### src/vnos_pkg.sv
`timescale 1ns / 1ps

package vnos_pkg;

  localparam int VNOS_TABLE_SIDE  = 256;
  localparam int VNOS_MAX_OCTAVES = 16;

  localparam int DATA_W  = 16;
  localparam int COORD_W = 24;
  localparam int FRAC_W  = 16;
  localparam int RES_W   = 17;

  localparam int MUL_A_W = 35;
  localparam int MUL_B_W = 18;
  localparam int MUL_P_W = MUL_A_W + MUL_B_W;

  localparam logic [15:0] SCALE_RESET = 16'd256;

  localparam logic ACT_WRITE  = 1'b0;
  localparam logic ACT_SAMPLE = 1'b1;

  // octave weight 0.5*(2/3)^k, Q0.16
  function automatic logic [15:0] octave_weight(input logic [3:0] k);
    logic [15:0] w;
    case (k)
      4'd0:    w = 16'd32768;
      4'd1:    w = 16'd21845;
      4'd2:    w = 16'd14564;
      4'd3:    w = 16'd9709;
      4'd4:    w = 16'd6473;
      4'd5:    w = 16'd4315;
      4'd6:    w = 16'd2877;
      4'd7:    w = 16'd1918;
      4'd8:    w = 16'd1279;
      4'd9:    w = 16'd852;
      4'd10:   w = 16'd568;
      4'd11:   w = 16'd379;
      4'd12:   w = 16'd253;
      4'd13:   w = 16'd168;
      4'd14:   w = 16'd112;
      default: w = 16'd75;
    endcase
    return w;
  endfunction

endpackage

### src/vnos_mul.sv
`timescale 1ns / 1ps

module vnos_mul (
  input  logic                                clk,
  input  logic signed [vnos_pkg::MUL_A_W-1:0] a,
  input  logic signed [vnos_pkg::MUL_B_W-1:0] b,
  output logic signed [vnos_pkg::MUL_P_W-1:0] prod
);

  always_ff @(posedge clk) begin
    prod <= a * b;
  end

endmodule

### config.mk
export PLATFORM = sky130hd
export DESIGN_NAME = vnos_mul
export DESIGN_NICKNAME = d
export VERILOG_FILES = /design/src/vnos_pkg.sv /design/src/vnos_mul.sv
export SDC_FILE = /design/constraint.sdc
export NUM_CORES = 2
export LEC_CHECK = 0
export ABC_AREA = 0
export BUFFER_PORTS_ARGS = -buffer_cell sky130_fd_sc_hd__buf_2
export CORE_MARGIN = 4
export CORE_UTILIZATION = 35
export DETAILED_ROUTE_END_ITERATION = 7
export PLACE_DENSITY_LB_ADDON = 0.15
export SLEW_MARGIN = 20
export SYNTH_ARGS = -nofsm -noshare
export SYNTH_HDL_FRONTEND = slang
export SYNTH_SLANG_ARGS = --single-unit
### constraint.sdc
create_clock -name clk -period 10.62 [get_ports clk]
set_input_delay 2.124 -clock clk [delete_from_list [all_inputs] [get_ports clk]]
set_output_delay 2.124 -clock clk [all_outputs]
set_load 0.01 [all_outputs]
### Word level (Yosys, flattened, before mapping)

Cells that the tools add are included.
Widths: inputs -> output; s select.

* output and inout bits: 53
* logic and storage cells: 2
* register bits: 53

* multipliers: 1

Operator list (number)
* $mul 35x18->53: 1

### Logic depth before layout (Yosys ltp)

* depth in word-level cells: 1
* mapped depth: 26

### Worst setup path before layout

OpenSTA, ideal clock, no wires.

* path kind: input to register
* start: input port a[24] (netlist bit)
* end: register prod[51] (netlist bit)
* cell stages on the path: 24
* setup time: 123 ps
* arrival time: 8173 ps
* required time: 10497 ps
* slack: 2324 ps
* path through: clkbuf_1 -> clkbuf_1 -> nand2_1 -> fa_1 -> fa_1 -> fa_1 -> inv_1 -> fa_1 -> fa_1 -> inv_1 -> fa_1 -> inv_1 -> ha_1 -> clkbuf_1 -> and3_1 -> clkbuf_1 -> a221o_1 -> a2111oi_0 -> o21ai_1 -> a21oi_1 -> a21oi_1 -> a31oi_1 -> o21ai_1 -> xor2_1

* cells in the longest elaborated chain, start to end: 1

RTL lines
* start: declaration: line vnos_mul.sv:5 `input logic signed [vnos_pkg::MUL_A_W-1:0] a,`
* $mul 35x18->53: line vnos_mul.sv:11 `prod <= a * b;`
* end signal: assignment: line vnos_mul.sv:11
* end: declaration: line vnos_mul.sv:7 `output logic signed [vnos_pkg::MUL_P_W-1:0] prod`

Every way passes these cells.

### Worst setup path in the final report

* start: input port b[3] (netlist bit)
* end: register prod[51] (netlist bit)

* cells in the longest elaborated chain, start to end: 1

RTL lines
* start: declaration: line vnos_mul.sv:6 `input logic signed [vnos_pkg::MUL_B_W-1:0] b,`
* $mul 35x18->53: line vnos_mul.sv:11

Every way passes these cells.

==> run metrics <==
status completed; first-pass GRT wire length 101.3 mm; setup repair bufs after CTS 0; Nets 3243; DR pass1 iterations 5; Initial Utilization 0.3541; vias in the first global route 17951; clock sinks 53; Slew Limit Fails 0; gr ovfl total 0; sequential area share after synthesis 0.04741; Total Routed Length 61.83 mm; io pins 107; crit end category register; CTS max path bufs 2; Final Hold Vio Count 0; Syn. warnings 0; clock slew at reported path FFs 90 ps; drt initial violations 651; mux cell area share after synthesis 0; die outline area 68050 um2; asr flop ratio synth 0; final setup violation count 0; DP HPWL 51.19 mm; Slew @ Worst Pin 903.6 ps; max reg flops 53; DR WL/cell 18.69 um; CTS Buf Count 5; crit start category input pin; combinational family with the most area after synthesis adder cells; Worst Path Arrival 9610 ps; Min-Delay Path Class input pin to register; Max FO, Critical Path 25; Post-route DRC 0; syn_nets 3232; antenna viol nets, final 0; largest net degree at the start of global routing 36; via count 15679; Cell Rows 92; RSZ-0062 raised after global routing false; setup_tns 0 ps; XOR/XNOR Fraction of Synth Area 0.02153; highest clock rate 0.1073 GHz; Mapped Cells 2450; DR vias/cell 4.738; post-cts repair resize count 0; share of cells above drive strength 1 0.05605; synthesized area per cell 9.134 um2; Hold WS 2262 ps; CTS tree built; largest cells by area after synthesis fa_1 (54%), inv_1 (11%), ha_1 (7.1%), and2_1 (7.0%), nand2_1 (6.2%); number of synthesized register bits 53; Root Driver clkbuf_16; Global Route Usage Sum 0.1942; Synth cell types 49; registers with the most flip-flops prod (53); H-tree Lvls 2; initial antenna violation count 2; # port buffers 106; Final Critical Period 9321 ps; max_cap viols 0; Top reg by flops prod; compound-gate portion of the synthesized area 0.04367; Die H 260.9 um; Yosys top cell area share 0.5377; Synth Area in Adders 0.6087; Synth area leader fa_1; synthesized area 22380 um2; Routability Congestion 0.8242; Core ar. 63200 um2; Post-synth EDFFs 0; final critical-path share of the clock period 0.8777; worst path required time 10900 ps; Setup Crit Path Kind input pin to register; hold_buf cts 0; dominant synthesized flop cell dfxtp_1; area delta synth->final 6.452%; Max transition margin 0.3976; Die W 260.9 um; simple-gate share of the synthesized area 0.1511
per-stage QoR:
step	setup slack, ps	cells	instance area (um2)	utilization
3_3_place_gp	1009	3300	23650	0.3743
6_report	1299	3309	23820	0.3770
2_1_floorplan	2324	2450	22380	-
5_1_grt	1101	3308	23820	0.3769
4_1_cts	1388	3308	23820	0.3769
3_5_place_dp	1001	3300	23650	0.3743
cell usage after synthesis, types with 3 or more instances:
| cell | n |
|---|---|
| a211oi_1 | 5 |
| a21o_1 | 37 |
| a21oi_1 | 39 |
| a31oi_1 | 7 |
| and2_1 | 249 |
| and3_1 | 4 |
| clkbuf_1 | 118 |
| dfxtp_1 | 53 |
| fa_1 | 601 |
| ha_1 | 127 |
| inv_1 | 640 |
| nand2_1 | 372 |
| nand2b_1 | 10 |
| nand3_1 | 5 |
| nand4_1 | 10 |
| nor2_1 | 43 |
| nor2b_1 | 3 |
| nor3_1 | 6 |
| o21a_1 | 5 |
| o21ai_0 | 19 |
| o21ai_1 | 3 |
| o21bai_1 | 5 |
| o31a_1 | 3 |
| xnor2_1 | 39 |
| xor2_1 | 16 |
cells in the final DEF (no fill, tap or decap), types with 6 or more instances in the layout:
| cell type | n |
|---|---|
| nor2_1 | 43 |
| buf_2 | 106 |
| nand2_1 | 372 |
| buf_4 | 18 |
| fa_1 | 601 |
| ha_1 | 127 |
| nand4_1 | 10 |
| a21oi_1 | 39 |
| xnor2_1 | 39 |
| inv_1 | 640 |
| and2_1 | 249 |
| dfxtp_1 | 53 |
| xor2_1 | 16 |
| nand2b_1 | 10 |
| nor3_1 | 6 |
| o21ai_0 | 19 |
| a21o_1 | 37 |
| a31oi_1 | 7 |
cell type report:
| cell class | instances | area [um2] |
|---|---|---|
| Inverter | 641 | 2406 |
| Sequential cell | 53 | 1061 |
| Tap cell | 846 | 1059 |
| Antenna cell | 1 | 2.502 |
| Timing Repair Buffer | 124 | 665.6 |
| Clock inverter | 2 | 38.79 |
| Fill cell | 6547 | 39370 |
| Clock buffer | 6 | 128.9 |
| Multi-Input combinational cell | 1636 | 18460 |
final timing paths:
check | from | end | slack [ps] | cells past startpoint
max | b[3] | prod[51] | 1300 | 22
min | a[0] | prod[0] | 2260 | 2
kinds of logic after synthesis:
kind of cell,after synthesis
adders and majority gates,728
and+or+nand+nor,707
xor gates and xnor gates,55
DFF,53
AOI/OAI and AO/OA,146
buffers and inverters,761
worst max-delay path, cell delays in order:
cell,delay (ps)
buf_2,580
buf_4,360
nand2_1,110
fa_1,530
fa_1,510
fa_1,510
inv_1,50
fa_1,510
fa_1,500
inv_1,50
fa_1,470
inv_1,40
ha_1,460
nand2_1,70
o21ai_0,550
o21ai_0,390
nor3_1,320
a21oi_1,280
a21oi_1,580
a31oi_1,230
o21ai_1,200
xor2_1,150
per-layer routing:
layer,up-vias,share of wire,track usage
met5,-,0.00055,0
met4,4,0.019,0.04145
met3,63,0.048,0.02727
met2,362,0.49,0.3320
met1,8258,0.44,0.2638
li1,6992,-,-
Power is not shown: default switching activity piles up to over one toggle a cycle in this logic, so the estimate is an artifact.
